===== config.mk =====
export PLATFORM = sky130hd
export DESIGN_NAME = raft_leader_election_core
export DESIGN_NICKNAME = d
export VERILOG_FILES = /design/src/design/rle_pkg.sv /design/src/design/rle_front.sv /design/src/design/rle_queue.sv /design/src/design/rle_back.sv /design/src/design/raft_leader_election_core.sv
export SDC_FILE = /design/constraint.sdc
export NUM_CORES = 1
export LEC_CHECK = 0
export ABC_AREA = 1
export BUFFER_PORTS_ARGS = -buffer_cell sky130_fd_sc_hd__buf_2
export CORE_ASPECT_RATIO = 1.1
export CORE_MARGIN = 2
export CORE_UTILIZATION = 25
export CTS_CLUSTER_SIZE = 40
export DETAILED_ROUTE_END_ITERATION = 12
export SLEW_MARGIN = 20
export SYNTH_ARGS = -nofsm -noshare
export SYNTH_HDL_FRONTEND = slang
export SYNTH_SLANG_ARGS = --single-unit
export TNS_END_PERCENT = 20

===== constraint.sdc =====
create_clock -name clk -period 13.1 [get_ports clk]
set_clock_uncertainty 0.15 [all_clocks]
set_input_delay 0.655 -clock clk [delete_from_list [all_inputs] [get_ports clk]]
set_output_delay 0.655 -clock clk [all_outputs]
set_load 0.1 [all_outputs]

===== src/design/rle_pkg.sv =====
// Shared types, constants and helper function of the election engine.
`timescale 1ns / 1ps
`default_nettype none

package rle_pkg;

	localparam int unsigned ID_W    = 8;
	localparam int unsigned TERM_W  = 32;
	localparam int unsigned TIME_W  = 32;
	localparam int unsigned TMO_W   = 16;
	localparam int unsigned CNT_W   = 8;
	localparam int unsigned PEER_W  = 4;
	localparam int unsigned CFG_A_W = 3;
	localparam int unsigned CFG_D_W = 16;
	localparam int unsigned REQ_W   = 3;
	localparam int unsigned IN_D_W  = 72;
	localparam int unsigned OUT_D_W = 88;

	localparam logic [TMO_W-1:0] LFSR_TAPS      = 16'hB400;
	localparam logic [CNT_W-1:0] CNT_MAX        = 8'd255;
	localparam logic [TMO_W-1:0] RST_TMO_MIN    = 16'd1000;
	localparam logic [TMO_W-1:0] RST_TMO_MAX    = 16'd3000;
	localparam logic [TMO_W-1:0] RST_SPAN_MASK  = 16'd2047;
	localparam logic [TMO_W-1:0] RST_KA_PERIOD  = 16'd125;
	localparam logic [TMO_W-1:0] RST_LFSR_SEED  = 16'd44257;

	typedef enum logic [REQ_W-1:0] {
		REQ_START      = 3'd0,
		REQ_TICK       = 3'd1,
		REQ_VOTE_REQ   = 3'd2,
		REQ_VOTE_GRANT = 3'd3,
		REQ_KEEPALIVE  = 3'd4,
		REQ_RESET_TMO  = 3'd5
	} req_t;

	typedef enum logic [2:0] {
		EV_NONE,
		EV_START,
		EV_TICK,
		EV_VOTE_REQ,
		EV_VOTE_GRANT,
		EV_REARM
	} ev_cls_t;

	typedef enum logic [1:0] {
		ROLE_UNAVAIL   = 2'd0,
		ROLE_FOLLOWER  = 2'd1,
		ROLE_CANDIDATE = 2'd2,
		ROLE_LEADER    = 2'd3
	} role_t;

	typedef enum logic [1:0] {
		KIND_REQ   = 2'd0,
		KIND_GRANT = 2'd1,
		KIND_KEEP  = 2'd2
	} kind_t;

	typedef enum logic [CFG_A_W-1:0] {
		CFG_SELF_ID   = 3'd0,
		CFG_PEER_CNT  = 3'd1,
		CFG_TMO_MIN   = 3'd2,
		CFG_TMO_MAX   = 3'd3,
		CFG_SPAN_MASK = 3'd4,
		CFG_KA_PERIOD = 3'd5,
		CFG_LFSR_SEED = 3'd6
	} cfg_idx_t;

	typedef struct packed {
		ev_cls_t           cls;
		logic [TIME_W-1:0] now_ms;
		logic [ID_W-1:0]   remote_id;
		logic [TERM_W-1:0] msg_term_in;
	} event_t;

	function automatic logic [TMO_W-1:0] lfsr_step(input logic [TMO_W-1:0] cur);
		logic [TMO_W-1:0] v;
		v = (cur == '0) ? TMO_W'(1) : cur;
		if (v[0]) begin
			lfsr_step = (v >> 1) ^ LFSR_TAPS;
		end else begin
			lfsr_step = v >> 1;
		end
	endfunction

endpackage

`default_nettype wire


===== src/design/rle_front.sv =====
// Front end: accepts input requests and classifies them into events.
`timescale 1ns / 1ps
`default_nettype none

module rle_front (
	input  wire logic                         s_axis_tvalid,
	output logic                              s_axis_tready,
	input  wire logic [rle_pkg::IN_D_W-1:0]   s_axis_tdata,
	input  wire logic [rle_pkg::REQ_W-1:0]    s_axis_tuser,
	output logic                              push_valid,
	input  wire logic                         push_ready,
	output rle_pkg::event_t                   push_data
);

	rle_pkg::ev_cls_t cls;

	always_comb begin
		case (rle_pkg::req_t'(s_axis_tuser))
			rle_pkg::REQ_START:      cls = rle_pkg::EV_START;
			rle_pkg::REQ_TICK:       cls = rle_pkg::EV_TICK;
			rle_pkg::REQ_VOTE_REQ:   cls = rle_pkg::EV_VOTE_REQ;
			rle_pkg::REQ_VOTE_GRANT: cls = rle_pkg::EV_VOTE_GRANT;
			rle_pkg::REQ_KEEPALIVE,
			rle_pkg::REQ_RESET_TMO:  cls = rle_pkg::EV_REARM;
			default:                 cls = rle_pkg::EV_NONE;
		endcase
	end

	assign s_axis_tready         = push_ready;
	assign push_valid            = s_axis_tvalid;
	assign push_data.cls         = cls;
	assign push_data.now_ms      = s_axis_tdata[31:0];
	assign push_data.remote_id   = s_axis_tdata[39:32];
	assign push_data.msg_term_in = s_axis_tdata[71:40];

endmodule

`default_nettype wire


===== src/design/rle_queue.sv =====
// Two-entry event queue between front end and execution back end.
`timescale 1ns / 1ps
`default_nettype none

module rle_queue (
	input  wire logic             clk,
	input  wire logic             arst_n,
	input  wire logic             push_valid,
	output logic                  push_ready,
	input  wire rle_pkg::event_t  push_data,
	output logic                  pop_valid,
	input  wire logic             pop_ready,
	output rle_pkg::event_t       pop_data
);

	rle_pkg::event_t mem_q [2];
	logic            wr_ptr_q;
	logic            rd_ptr_q;
	logic [1:0]      count_q;
	logic            push;
	logic            pop;

	assign push_ready = (count_q != 2'd2);
	assign pop_valid  = (count_q != 2'd0);
	assign pop_data   = mem_q[rd_ptr_q];
	assign push       = push_valid & push_ready;
	assign pop        = pop_valid & pop_ready;

	always_ff @(posedge clk or negedge arst_n) begin
		if (!arst_n) begin
			wr_ptr_q <= 1'b0;
			rd_ptr_q <= 1'b0;
			count_q  <= 2'd0;
		end else begin
			if (push) begin
				wr_ptr_q <= ~wr_ptr_q;
			end
			if (pop) begin
				rd_ptr_q <= ~rd_ptr_q;
			end
			if (push && !pop) begin
				count_q <= count_q + 2'd1;
			end else if (pop && !push) begin
				count_q <= count_q - 2'd1;
			end
		end
	end

	always_ff @(posedge clk) begin
		if (push) begin
			mem_q[wr_ptr_q] <= push_data;
		end
	end

endmodule

`default_nettype wire


===== src/design/rle_back.sv =====
// Back end: configuration, election state update and result register.
`timescale 1ns / 1ps
`default_nettype none

module rle_back (
	input  wire logic                          clk,
	input  wire logic                          arst_n,
	input  wire logic                          cfg_we,
	input  wire logic [rle_pkg::CFG_A_W-1:0]   cfg_addr,
	input  wire logic [rle_pkg::CFG_D_W-1:0]   cfg_wdata,
	input  wire logic                          ev_valid,
	output logic                               ev_ready,
	input  wire rle_pkg::event_t               ev_data,
	output logic                               m_axis_tvalid,
	input  wire logic                          m_axis_tready,
	output logic [rle_pkg::OUT_D_W-1:0]        m_axis_tdata,
	output logic [1:0]                         m_axis_tuser
);

	logic [rle_pkg::ID_W-1:0]   self_id_q;
	logic [rle_pkg::PEER_W-1:0] peer_cnt_q;
	logic [rle_pkg::TMO_W-1:0]  tmo_min_q;
	logic [rle_pkg::TMO_W-1:0]  tmo_max_q;
	logic [rle_pkg::TMO_W-1:0]  span_mask_q;
	logic [rle_pkg::TMO_W-1:0]  ka_period_q;

	rle_pkg::role_t             role_q, role_d;
	logic [rle_pkg::TERM_W-1:0] term_q, term_d;
	logic                       voted_q, voted_d;
	logic [rle_pkg::ID_W-1:0]   voted_id_q, voted_id_d;
	logic                       ldr_known_q, ldr_known_d;
	logic [rle_pkg::ID_W-1:0]   ldr_id_q, ldr_id_d;
	logic [rle_pkg::CNT_W-1:0]  vote_cnt_q, vote_cnt_d;
	logic [rle_pkg::TMO_W-1:0]  cur_tmo_q, cur_tmo_d;
	logic [rle_pkg::TIME_W-1:0] vote_dl_q, vote_dl_d;
	logic [rle_pkg::TIME_W-1:0] ka_dl_q, ka_dl_d;
	logic [rle_pkg::TMO_W-1:0]  lfsr_q, lfsr_d;

	logic                       m_valid_q;
	logic [rle_pkg::OUT_D_W-1:0] m_data_q;
	logic [1:0]                 m_user_q;

	logic                       pop;
	logic [rle_pkg::TMO_W-1:0]  lfsr_nxt;
	logic [rle_pkg::TMO_W:0]    tmo_sum;
	logic [rle_pkg::TMO_W-1:0]  tmo_new;
	logic [rle_pkg::TIME_W-1:0] dl_new;
	logic [rle_pkg::TIME_W-1:0] dl_cur;
	logic [rle_pkg::TIME_W-1:0] ka_new;
	logic                       higher;
	logic                       vv_eff;
	logic [rle_pkg::ID_W-1:0]   vid_eff;
	logic [rle_pkg::CNT_W-1:0]  cnt_inc;
	logic                       seed_we;

	logic                       msg_valid;
	rle_pkg::kind_t             msg_kind;
	logic                       msg_bcast;
	logic [rle_pkg::ID_W-1:0]   msg_dest;
	logic [rle_pkg::TERM_W-1:0] msg_term;

	assign pop      = ev_valid & (~m_valid_q | m_axis_tready);
	assign ev_ready = pop;
	assign seed_we  = cfg_we & (rle_pkg::cfg_idx_t'(cfg_addr) == rle_pkg::CFG_LFSR_SEED);

	assign lfsr_nxt = rle_pkg::lfsr_step(lfsr_q);
	assign tmo_sum  = {1'b0, tmo_min_q} + {1'b0, lfsr_nxt & span_mask_q};
	assign tmo_new  = (tmo_sum > {1'b0, tmo_max_q}) ? tmo_max_q : tmo_sum[rle_pkg::TMO_W-1:0];
	assign dl_new   = ev_data.now_ms + rle_pkg::TIME_W'(tmo_new);
	assign dl_cur   = ev_data.now_ms + rle_pkg::TIME_W'(cur_tmo_q);
	assign ka_new   = ev_data.now_ms + rle_pkg::TIME_W'(ka_period_q);
	assign higher   = ev_data.msg_term_in > term_q;
	assign vv_eff   = higher ? 1'b0 : voted_q;
	assign vid_eff  = higher ? '0 : voted_id_q;
	assign cnt_inc  = (vote_cnt_q == rle_pkg::CNT_MAX) ? vote_cnt_q :
		vote_cnt_q + rle_pkg::CNT_W'(1);

	always_comb begin
		role_d      = role_q;
		term_d      = term_q;
		voted_d     = voted_q;
		voted_id_d  = voted_id_q;
		ldr_known_d = ldr_known_q;
		ldr_id_d    = ldr_id_q;
		vote_cnt_d  = vote_cnt_q;
		cur_tmo_d   = cur_tmo_q;
		vote_dl_d   = vote_dl_q;
		ka_dl_d     = ka_dl_q;
		lfsr_d      = lfsr_q;
		msg_valid   = 1'b0;
		msg_kind    = rle_pkg::KIND_REQ;
		msg_bcast   = 1'b0;
		msg_dest    = '0;
		msg_term    = '0;
		case (ev_data.cls)
			rle_pkg::EV_START: begin
				term_d      = term_q + rle_pkg::TERM_W'(1);
				voted_d     = 1'b0;
				voted_id_d  = '0;
				ldr_known_d = 1'b0;
				ldr_id_d    = '0;
				vote_cnt_d  = '0;
				lfsr_d      = lfsr_nxt;
				cur_tmo_d   = tmo_new;
				role_d      = rle_pkg::ROLE_FOLLOWER;
				vote_dl_d   = dl_new;
			end
			rle_pkg::EV_TICK: begin
				if (ev_data.now_ms > vote_dl_q && (role_q == rle_pkg::ROLE_FOLLOWER ||
						role_q == rle_pkg::ROLE_CANDIDATE)) begin
					role_d      = rle_pkg::ROLE_CANDIDATE;
					term_d      = term_q + rle_pkg::TERM_W'(1);
					voted_d     = 1'b1;
					voted_id_d  = self_id_q;
					ldr_known_d = 1'b0;
					ldr_id_d    = '0;
					vote_cnt_d  = rle_pkg::CNT_W'(1);
					lfsr_d      = lfsr_nxt;
					cur_tmo_d   = tmo_new;
					vote_dl_d   = dl_new;
					msg_valid   = 1'b1;
					msg_kind    = rle_pkg::KIND_REQ;
					msg_bcast   = 1'b1;
					msg_term    = term_q + rle_pkg::TERM_W'(1);
				end else if (role_q == rle_pkg::ROLE_LEADER && ev_data.now_ms > ka_dl_q) begin
					ka_dl_d   = ka_new;
					msg_valid = 1'b1;
					msg_kind  = rle_pkg::KIND_KEEP;
					msg_bcast = 1'b1;
					msg_term  = term_q;
				end
			end
			rle_pkg::EV_VOTE_REQ: begin
				if (ev_data.msg_term_in >= term_q) begin
					if (higher) begin
						voted_d     = 1'b0;
						voted_id_d  = '0;
						ldr_known_d = 1'b0;
						ldr_id_d    = '0;
						vote_cnt_d  = '0;
					end
					term_d = ev_data.msg_term_in;
					if (!vv_eff || vid_eff == ev_data.remote_id) begin
						role_d     = rle_pkg::ROLE_FOLLOWER;
						voted_d    = 1'b1;
						voted_id_d = ev_data.remote_id;
						msg_valid  = 1'b1;
						msg_kind   = rle_pkg::KIND_GRANT;
						msg_dest   = ev_data.remote_id;
						msg_term   = ev_data.msg_term_in;
					end
				end
			end
			rle_pkg::EV_VOTE_GRANT: begin
				if (ev_data.msg_term_in >= term_q) begin
					term_d     = ev_data.msg_term_in;
					vote_cnt_d = cnt_inc;
					if (cnt_inc > rle_pkg::CNT_W'(peer_cnt_q >> 1)) begin
						role_d      = rle_pkg::ROLE_LEADER;
						ldr_known_d = 1'b1;
						ldr_id_d    = self_id_q;
						msg_valid   = 1'b1;
						msg_kind    = rle_pkg::KIND_KEEP;
						msg_dest    = ev_data.remote_id;
						msg_term    = ev_data.msg_term_in;
					end
				end
			end
			rle_pkg::EV_REARM: begin
				vote_dl_d = dl_cur;
			end
			default: begin
			end
		endcase
	end

	always_ff @(posedge clk or negedge arst_n) begin
		if (!arst_n) begin
			self_id_q   <= '0;
			peer_cnt_q  <= '0;
			tmo_min_q   <= rle_pkg::RST_TMO_MIN;
			tmo_max_q   <= rle_pkg::RST_TMO_MAX;
			span_mask_q <= rle_pkg::RST_SPAN_MASK;
			ka_period_q <= rle_pkg::RST_KA_PERIOD;
			lfsr_q      <= rle_pkg::RST_LFSR_SEED;
			role_q      <= rle_pkg::ROLE_UNAVAIL;
			term_q      <= '0;
			voted_q     <= 1'b0;
			voted_id_q  <= '0;
			ldr_known_q <= 1'b0;
			ldr_id_q    <= '0;
			vote_cnt_q  <= '0;
			cur_tmo_q   <= '0;
			vote_dl_q   <= '0;
			ka_dl_q     <= '0;
			m_valid_q   <= 1'b0;
		end else begin
			if (cfg_we) begin
				case (rle_pkg::cfg_idx_t'(cfg_addr))
					rle_pkg::CFG_SELF_ID:   self_id_q   <= cfg_wdata[rle_pkg::ID_W-1:0];
					rle_pkg::CFG_PEER_CNT:  peer_cnt_q  <= cfg_wdata[rle_pkg::PEER_W-1:0];
					rle_pkg::CFG_TMO_MIN:   tmo_min_q   <= cfg_wdata;
					rle_pkg::CFG_TMO_MAX:   tmo_max_q   <= cfg_wdata;
					rle_pkg::CFG_SPAN_MASK: span_mask_q <= cfg_wdata;
					rle_pkg::CFG_KA_PERIOD: ka_period_q <= cfg_wdata;
					rle_pkg::CFG_LFSR_SEED: lfsr_q      <= cfg_wdata;
					default: begin
					end
				endcase
			end
			if (pop && !seed_we) begin
				lfsr_q <= lfsr_d;
			end
			if (pop) begin
				role_q      <= role_d;
				term_q      <= term_d;
				voted_q     <= voted_d;
				voted_id_q  <= voted_id_d;
				ldr_known_q <= ldr_known_d;
				ldr_id_q    <= ldr_id_d;
				vote_cnt_q  <= vote_cnt_d;
				cur_tmo_q   <= cur_tmo_d;
				vote_dl_q   <= vote_dl_d;
				ka_dl_q     <= ka_dl_d;
				m_valid_q   <= 1'b1;
			end else if (m_axis_tready) begin
				m_valid_q <= 1'b0;
			end
		end
	end

	always_ff @(posedge clk) begin
		if (pop) begin
			m_user_q <= msg_kind;
			m_data_q <= {3'b000, ldr_id_d, ldr_known_d, term_d, role_d,
				msg_term, msg_dest, msg_bcast, msg_valid};
		end
	end

	assign m_axis_tvalid = m_valid_q;
	assign m_axis_tdata  = m_data_q;
	assign m_axis_tuser  = m_user_q;

endmodule

`default_nettype wire


===== src/design/raft_leader_election_core.sv =====
// Top level of the single-node leader election engine.
`timescale 1ns / 1ps
`default_nettype none

// Each request (start, tick, vote request, vote granted, keep-alive, timeout
// reset) yields exactly one result carrying node status and at most one
// outgoing message. One request is taken per clock while the queue has room;
// a result is presented once the state update has popped its request from
// the queue and loaded the output register, which it does only while that
// register is empty or its result is leaving. A two-entry queue separates the
// request decoder from the state update, and the output register lets a new
// request enter while a result waits. Configuration writes take effect on
// the next edge; writing the seed also reloads the timeout generator.

module raft_leader_election_core (
	input  wire logic                          clk,
	input  wire logic                          arst_n,
	input  wire logic                          cfg_we,
	input  wire logic [rle_pkg::CFG_A_W-1:0]   cfg_addr,
	input  wire logic [rle_pkg::CFG_D_W-1:0]   cfg_wdata,
	input  wire logic                          s_axis_tvalid,
	output logic                               s_axis_tready,
	// now_ms[31:0], remote_id[39:32], msg_term_in[71:40]
	input  wire logic [rle_pkg::IN_D_W-1:0]    s_axis_tdata,
	// req_type[2:0]
	input  wire logic [rle_pkg::REQ_W-1:0]     s_axis_tuser,
	output logic                               m_axis_tvalid,
	input  wire logic                          m_axis_tready,
	// msg_valid[0], msg_broadcast[1], msg_dest[9:2], msg_term_out[41:10],
	// node_role[43:42], node_term[75:44], leader_valid[76], leader_id[84:77]
	output logic [rle_pkg::OUT_D_W-1:0]        m_axis_tdata,
	// msg_kind[1:0]
	output logic [1:0]                         m_axis_tuser
);

	logic            push_valid;
	logic            push_ready;
	rle_pkg::event_t push_data;
	logic            pop_valid;
	logic            pop_ready;
	rle_pkg::event_t pop_data;

	rle_front u_front (
		.s_axis_tvalid (s_axis_tvalid),
		.s_axis_tready (s_axis_tready),
		.s_axis_tdata  (s_axis_tdata),
		.s_axis_tuser  (s_axis_tuser),
		.push_valid    (push_valid),
		.push_ready    (push_ready),
		.push_data     (push_data)
	);

	rle_queue u_queue (
		.clk        (clk),
		.arst_n     (arst_n),
		.push_valid (push_valid),
		.push_ready (push_ready),
		.push_data  (push_data),
		.pop_valid  (pop_valid),
		.pop_ready  (pop_ready),
		.pop_data   (pop_data)
	);

	rle_back u_back (
		.clk           (clk),
		.arst_n        (arst_n),
		.cfg_we        (cfg_we),
		.cfg_addr      (cfg_addr),
		.cfg_wdata     (cfg_wdata),
		.ev_valid      (pop_valid),
		.ev_ready      (pop_ready),
		.ev_data       (pop_data),
		.m_axis_tvalid (m_axis_tvalid),
		.m_axis_tready (m_axis_tready),
		.m_axis_tdata  (m_axis_tdata),
		.m_axis_tuser  (m_axis_tuser)
	);

endmodule

`default_nettype wire

==> run summary, run 1 <==
CP startpoint kind -> flop
CTS clk-pin slew, worst paths -> 0.06 ns
Area Growth Syn to Fin -> 15.6%
Share of the synthesized area in the top cell type -> 26.8%
Net count, final -> 3,458
RSZ-0062 raised after global routing -> false
Final Hold Viols -> 0
CP Capture Type -> flop
Vias/cell -> 4.63
Largest stage delay, worst path -> 0.53 ns
YS warnings -> 0
Die Y -> 346 um
H-Tree Depth -> 2
Initial antenna violation count -> 22
IO Port Bufs -> 187
GPL Wtd Cong -> 0.888
First-pass GRT wire length -> 120 mm
Row count -> 125
Fin crit share -> 55.5%
Die width -> 315 um
Worst setup startpoint -> u_back.lfsr_q[15]
Sequential share of the synthesized area -> 49.1%
Drt wl/cell -> 16.8 um
CP max stage cell -> dfstp_2
Multi-input logic area -> 11,700 um2
TritonCTS clock tree -> done
Fraction of final layout cells with drive strength greater than 1 -> 14.4%
HP Class -> input pin to flop
DRC violation total after the first TritonRoute iteration -> 1,472
Root buffer cell -> clkbuf_16
WP buf/inv -> 2
Io pins -> 191
Post-synth EDFFs -> 237
Slew headroom -> 31.2%
Status -> finished, final reports clean
CP Max Fanout -> 17
Largest net degree at the start of global routing -> 100
Crit path max-delay family -> simple AND/OR/NAND/NOR gates
Drt pass-1 iters -> 5
Fill count -> 11,154
Total CTS buffers -> 53
Vias in the first global route -> 20,571
Finished Core Util -> 29.1%
Least-Margin Pin Slew -> 1.02 ns
Fin Setup TNS -> 0 ns
Top cells by count, synth -> 753 x nand2_1, 352 x inv_1, 334 x o21ai_0
GR Overflow Total -> 0
CP required -> 13.50 ns
WP data arrival -> 7.67 ns
Min-Delay Endpoint -> u_queue.mem_q[0][65]
Hold Startpoint -> s_axis_tdata[25]
Cells after synthesis -> 3,030
FF-to-FF End -> u_back.vote_dl_q[29]
Vias -> 21,425
Full die area -> 109,000 um2
Hold path cells -> 1
FF+latch area -> 13,100 um2
Final ANT Viol Nets -> 0
Buffer depth of the longest clock path -> 3
Remaining DRCs -> 0
Slew Viols, Final -> 0
Initial Util -> 25.2%
Core area -> 106,000 um2
F_max -> 138 MHz
Gates resized, CTS repair -> 0
Routed WL -> 77.8 mm
Yosys reg bits -> 473
Main area contributors after synthesis -> edfxtp_1 27%, dfrtp_1 19%, nand2_1 11%, ha_1 7.9%, o21ai_0 6.3%
CTS Sinks -> 473
Clock latency on the worst-skew pair -> 0.64 ns
Class of the most critical setup path -> flop to flop
Cell variety after synth -> 65
Most used cell, CP -> nand2_1
Number of max-cap violations -> 0
Post-CTS setup buffer count -> 0
Final setup violating endpoints -> 0
R2R Setup Slk -> 5.84 ns
Period minus WS final -> 7.26 ns
Most used DFF post-synth -> edfxtp_1
Share of flip-flops with an asynchronous set or reset -> 49.9%
Crit Reg-Reg Startpoint -> u_back.lfsr_q[15]
R2R depth -> 38
Mapped Avg Cell Area -> 8.78 um2
Most frequent cell after synthesis -> nand2_1
Synth area leader -> edfxtp_1
Overall Global Routing Usage -> 14.0%
Post-Syn Area -> 26,600 um2
Final HPWL from detailed placement -> 56.2 mm
==> sequential cells by signal, summed over array words and instances (netlist names), 32 cells and up <==
signal and count:
u_back.vote_dl_q 32, u_back.term_q 32, u_back.m_axis_tdata 85, u_back.ka_dl_q 32, u_queue.mem_q 150
==> routing by layer <==
layer	track usage, %	vias up	wire [um]
met5	0	-	86
met4	3.66	14	1980
met3	2.24	143	4380
met2	23.1	570	36200
met1	18.8	10190	35200
li1	-	10508	-
==> how the worst max path moves through the flow <==
stage / cells past startpoint / slack [ns] / endpoint
after floorplan: 36 / 7.24 / u_back.vote_dl_q[30]
after global placement: 38 / 6.08 / u_back.vote_dl_q[29]
after detailed placement: 38 / 5.90 / u_back.vote_dl_q[29]
after CTS: 38 / 5.87 / u_back.vote_dl_q[29]
after global routing: 37 / 5.07 / u_back.vote_dl_q[31]
final: 38 / 5.84 / u_back.vote_dl_q[29]
==> worst reg2reg max path, delay by kind of cell, from the launching register on <==
| kind | cells | cell delay, ns |
|---|---|---|
| AO/OA/AOI/OAI | 9 | 2.03 |
| XOR/XNOR | 2 | 0.45 |
| adder cells (fa/ha/maj) | 3 | 0.97 |
| buffers and inverters | 2 | 0.12 |
| flip-flops | 1 | 0.53 |
| AND/OR/NAND/NOR | 22 | 2.96 |
==> stage by stage <==
| step | std cells | setup slack [ns] | hold WS (ns) | cell area (um2) |
|---|---|---|---|---|
| 6_report | 4632 | 5.84 | 0.0600 | 30800 |
| 3_5_place_dp | 4530 | 5.90 | 0.313 | 29000 |
| 3_3_place_gp | 4530 | 6.08 | 0.313 | 29000 |
| 4_1_cts | 4631 | 5.87 | 0.0332 | 30800 |
| 5_1_grt | 4632 | 5.07 | 0.0322 | 30800 |
| 2_1_floorplan | 3032 | 7.24 | 0.209 | 26600 |
==> layout by cell type, fill, tap and decap left out, types with 10 or more instances in the layout <==
cell       count
clkinv_2      13
buf_2        186
edfxtp_1     237
ha_1         167
o22ai_1       12
dfstp_2       38
o211ai_1      37
nand3_1      159
clkbuf_1      14
clkbuf_16     53
nand4_1       40
inv_2         17
xnor2_1       17
o2111ai_1     17
nor4_1        10
o21ai_2       13
nor2_1       124
a21oi_1      124
nand2_1      752
inv_1        352
xor2_1        72
buf_4         19
o21ai_1       18
nor3_1        23
dfrtp_1      197
o21ai_0      334
or2_2         60
==> timing repair <==
action                                 CTS  global route
endpoints found under the hold margin   74             0
hold buffers                             1             0
setup endpoints to repair                0             0
==> cells by family (layout without fill, tap and decap cells) <==
family / after synthesis / count (layout) / share of synthesized area [%]
buffers and inverters: 477 / 679 / 7.08
AND/OR/NAND/NOR: 1208 / 1208 / 19.6
multiplexers: 4 / 4 / 0.155
flip-flops: 473 / 473 / 49.1
adder cells (fa/ha/maj): 170 / 170 / 8.08
AO/OA/AOI/OAI: 608 / 608 / 13.0
other: 1 / 4 / 0.0141
XOR/XNOR: 89 / 89 / 2.93
==> final cells by class <==
class	instances	share of cell area (%)
Multi-Input combinational cell	2082	38.1
Tap cell	1397	5.68
Antenna cell	1	0.00813
Timing Repair Buffer	207	3.57
Clock inverter	29	0.972
Sequential cell	473	42.5
Clock buffer	71	4.66
Inverter	372	4.54
Power of run 1 is left out: the tool's default activity adds up to more than one toggle a clock period on the data nets, which glitch-free logic cannot reach.
==> inputs of run 2 (changes only) <==
ABC_AREA = 0   (was 1)
clock period = 7.2 ns   (was 13.1 ns; I/O delays follow)
==> run summary, run 2 <==
Main area contributors after synthesis -> edfxtp_1 27%, dfrtp_1 19%, ha_1 7.8%, mux2_2 4.8%, mux2i_1 3.8%
GR Layer Usage met3 -> 2.23% (-0.0060 points)
YS warnings -> 0 (unchanged)
Fill count -> 10,898 (-2.3%)
Synth area leader -> edfxtp_1
IO Port Bufs -> 187 (unchanged)
Commonest non-fill, non-tap cell in the layout -> edfxtp_1
Vias/cell -> 4.80 (+3.8%)
First-pass GRT wire length -> 120 mm (about the same)
Yosys reg bits -> 473 (unchanged)
Top cells by count, synth -> 237 x edfxtp_1, 198 x dfrtp_1, 194 x nand2_1
Slew headroom -> 26.9% (-4.3 points)
Met2 usage -> 23.4% (+0.25 points)
Net count, final -> 3,025 (-13%)
Drt wl/cell -> 18.9 um (+12%)
Max FFs per register -> 150 (unchanged)
CP max stage cell -> fa_1
Largest stage delay, worst path -> 0.43 ns (-0.10 ns)
GPL Wtd Cong -> 0.865 (-2.6%)
Remaining DRCs -> 0 (unchanged)
Largest net degree at the start of global routing -> 155 (+55%)
H-Tree Depth -> 2 (unchanged)
Most used DFF post-synth -> edfxtp_1
Power per cell area -> 519 nW/um2
Share of flip-flops with an asynchronous set or reset -> 49.9% (unchanged)
Class of the most critical setup path -> flop to flop
Drt pass-1 iters -> 5 (unchanged)
Die Y -> 346 um (about the same)
WP buf/inv -> 2 (unchanged)
Full die area -> 109,000 um2 (+0.14%)
Post-route insts no fill -> 4,200 (-9.3%)
Crit Reg-Reg Startpoint -> u_back.lfsr_q[1]
Final Hold Viols -> 0 (unchanged)
Number of max-cap violations -> 0 (unchanged)
Area Growth Syn to Fin -> 20.9%
Vias -> 20,157 (-5.9%)
Final Instance Area -> 32,200 um2 (+4.7%)
CP startpoint kind -> flop
Fin crit share -> 93.8% (+38 points)
Overall Global Routing Usage -> 14.3% (+0.30 points)
Routed WL -> 79.4 mm (+2.0%)
TritonCTS clock tree -> done
CTS clk-pin slew, worst paths -> 0.06 ns (about the same)
Crit path max-delay family -> compound AO/OA/AOI/OAI gates
Initial antenna violation count -> 12 (-45%)
Post-synth EDFFs -> 237 (unchanged)
Least-Margin Pin Slew -> 1.09 ns (+0.0662 ns)
Leakage -> 13.6 nW
Dpl cell area -> 29,300 um2 (+1.1%)
Post-Syn Area -> 26,600 um2 (+0.15%)
Row count -> 125 (unchanged)
Root buffer cell -> clkbuf_16
Final setup violating endpoints -> 0 (unchanged)
Hold slack -> 0.143 ns (+0.0832 ns)
R2R Setup Slk -> 0.45 ns (-5.39 ns)
Global Route met1 Usage -> 19.4% (+0.58 points)
Worst Setup Slack, final -> 0.449 ns (-5.39 ns)
FF-to-FF End -> u_back.vote_dl_q[19]
Slew Viols, Final -> 0 (unchanged)
Vias in the first global route -> 19,698 (-4.2%)
Top Usage Layer GRT -> met2
CP Max Fanout -> 8 (-9)
Die width -> 315 um (about the same)
Period minus WS final -> 6.75 ns (-0.513 ns)
Worst vdd ir -> 241 uV
Finished Core Util -> 30.5% (+1.4 points)
Clock latency on the worst-skew pair -> 0.64 ns (about the same)
DRC violation total after the first TritonRoute iteration -> 1,338 (-9.1%)
Total CTS buffers -> 53 (unchanged)
Biggest register -> u_queue.mem_q
Io pins -> 191 (unchanged)
Initial Util -> 25.2% (+0.037 points)
CTS Sinks -> 473 (unchanged)
CP required -> 7.58 ns (-5.92 ns)
Final ANT Viol Nets -> 0 (unchanged)
Most frequent cell after synthesis -> edfxtp_1
Cells after synthesis -> 2,465 (-19%)
CP Capture Type -> flop
Core area -> 106,000 um2 (unchanged)
Buffer depth of the longest clock path -> 3 (unchanged)
DP Cell Count -> 4,001 (-12%)
Cell variety after synth -> 96 (+48%)
WP data arrival -> 7.13 ns (-0.54 ns)
Most frequent cells in the layout -> 237 x edfxtp_1, 197 x dfrtp_1, 193 x nand2_1
Place WS -> 0.128 ns (-5.77 ns)
R2R depth -> 28 (-26%)
Share of the synthesized area in the top cell type -> 26.7% (-0.039 points)
Final HPWL from detailed placement -> 56.9 mm (+1.2%)
F_max -> 148 MHz (+7.6%)
Status -> finished, final reports clean
Fraction of final layout cells with drive strength greater than 1 -> 19.3% (+4.9 points)
HP Class -> input pin to async pin
Sequential share of the synthesized area -> 49.1% (-0.072 points)
GR Overflow Total -> 0 (unchanged)
Mapped Avg Cell Area -> 10.8 um2 (+23%)
[run 2: final cells by class]
class | instances | area (um2) | area share (%)
flip-flops and latches | 473 | 13100 | 40.6
multi-input cells | 1712 | 12600 | 39.0
repair buffers | 327 | 2250 | 6.99
well taps | 1397 | 1750 | 5.43
clock buffers | 70 | 1530 | 4.76
inverters | 189 | 712 | 2.21
clock inverters | 29 | 312 | 0.967
diodes | 3 | 7.51 | 0.0233
[run 2: metal layers]
metal	up-vias	share of wire, %
met3	119	5.4
met1	9859	46
li1	9621	-
met4	12	2.2
met5	-	0.10
met2	546	47
[run 2: worst register-to-register path, delay by kind of cell, from the launching register on]
| kind | cells | cell delay (ns) |
|---|---|---|
| buffers and inverters | 2 | 0.42 |
| XOR/XNOR | 2 | 0.30 |
| adder cells (fa/ha/maj) | 4 | 1.32 |
| multiplexers | 1 | 0.23 |
| AO/OA/AOI/OAI | 14 | 3.24 |
| flip-flops | 1 | 0.40 |
| AND/OR/NAND/NOR | 5 | 0.60 |
[run 2: logic make-up (layout without fill, tap and decap cells)]
kind of cell	after synthesis	after routing	synth area share, %
simple gates	604	604	11.1
compound gates	592	592	14.6
flops	473	473	49.1
buf+inv	282	615	4.33
mux	220	220	8.84
fa+ha+maj	170	170	8.07
xor+xnor	123	123	4.04
other cells	1	6	0.0141
[run 2: metrics by stage]
stage                     total power, mW   TNS, ns
after CTS                            16.7         0
after global routing                 17.9  -0.00103
after detailed placement             13.7         0
after floorplan                      11.4         0
after global placement               13.6         0
final                                16.7         0
[run 2: repair_timing]
action / 4_1_cts / 5_1_grt
hold buffers: 95 / 0
hold endpoints to repair: 304 / 0
setup endpoints to repair: 0 / 18
gates resized for setup: 0 / 12
buffers inserted: 0 / 2
[run 2: worst max-delay path by stage]
stage,start,to,slack [ns],cells past startpoint
detailed placement,u_back.lfsr_q[1],u_back.vote_dl_q[17],0.13,28
finish,u_back.lfsr_q[1],u_back.vote_dl_q[19],0.45,28
global route,u_back.lfsr_q[1],u_back.vote_dl_q[30],-0.001,32
global placement,u_back.lfsr_q[1],u_back.vote_dl_q[23],0.20,28
CTS,u_back.lfsr_q[1],u_back.vote_dl_q[19],0.08,28
floorplan,u_back.lfsr_q[1],u_back.vote_dl_q[30],0.64,28
[run 2: power breakdown]
part / leakage, nW / switching (mW) / internal [mW]
combinational: 7.66 / 6.30 / 3.08
sequential: 5.02 / 0.578 / 3.89
clock: 0.909 / 1.17 / 1.71
Power figures use the tool's default switching activity.
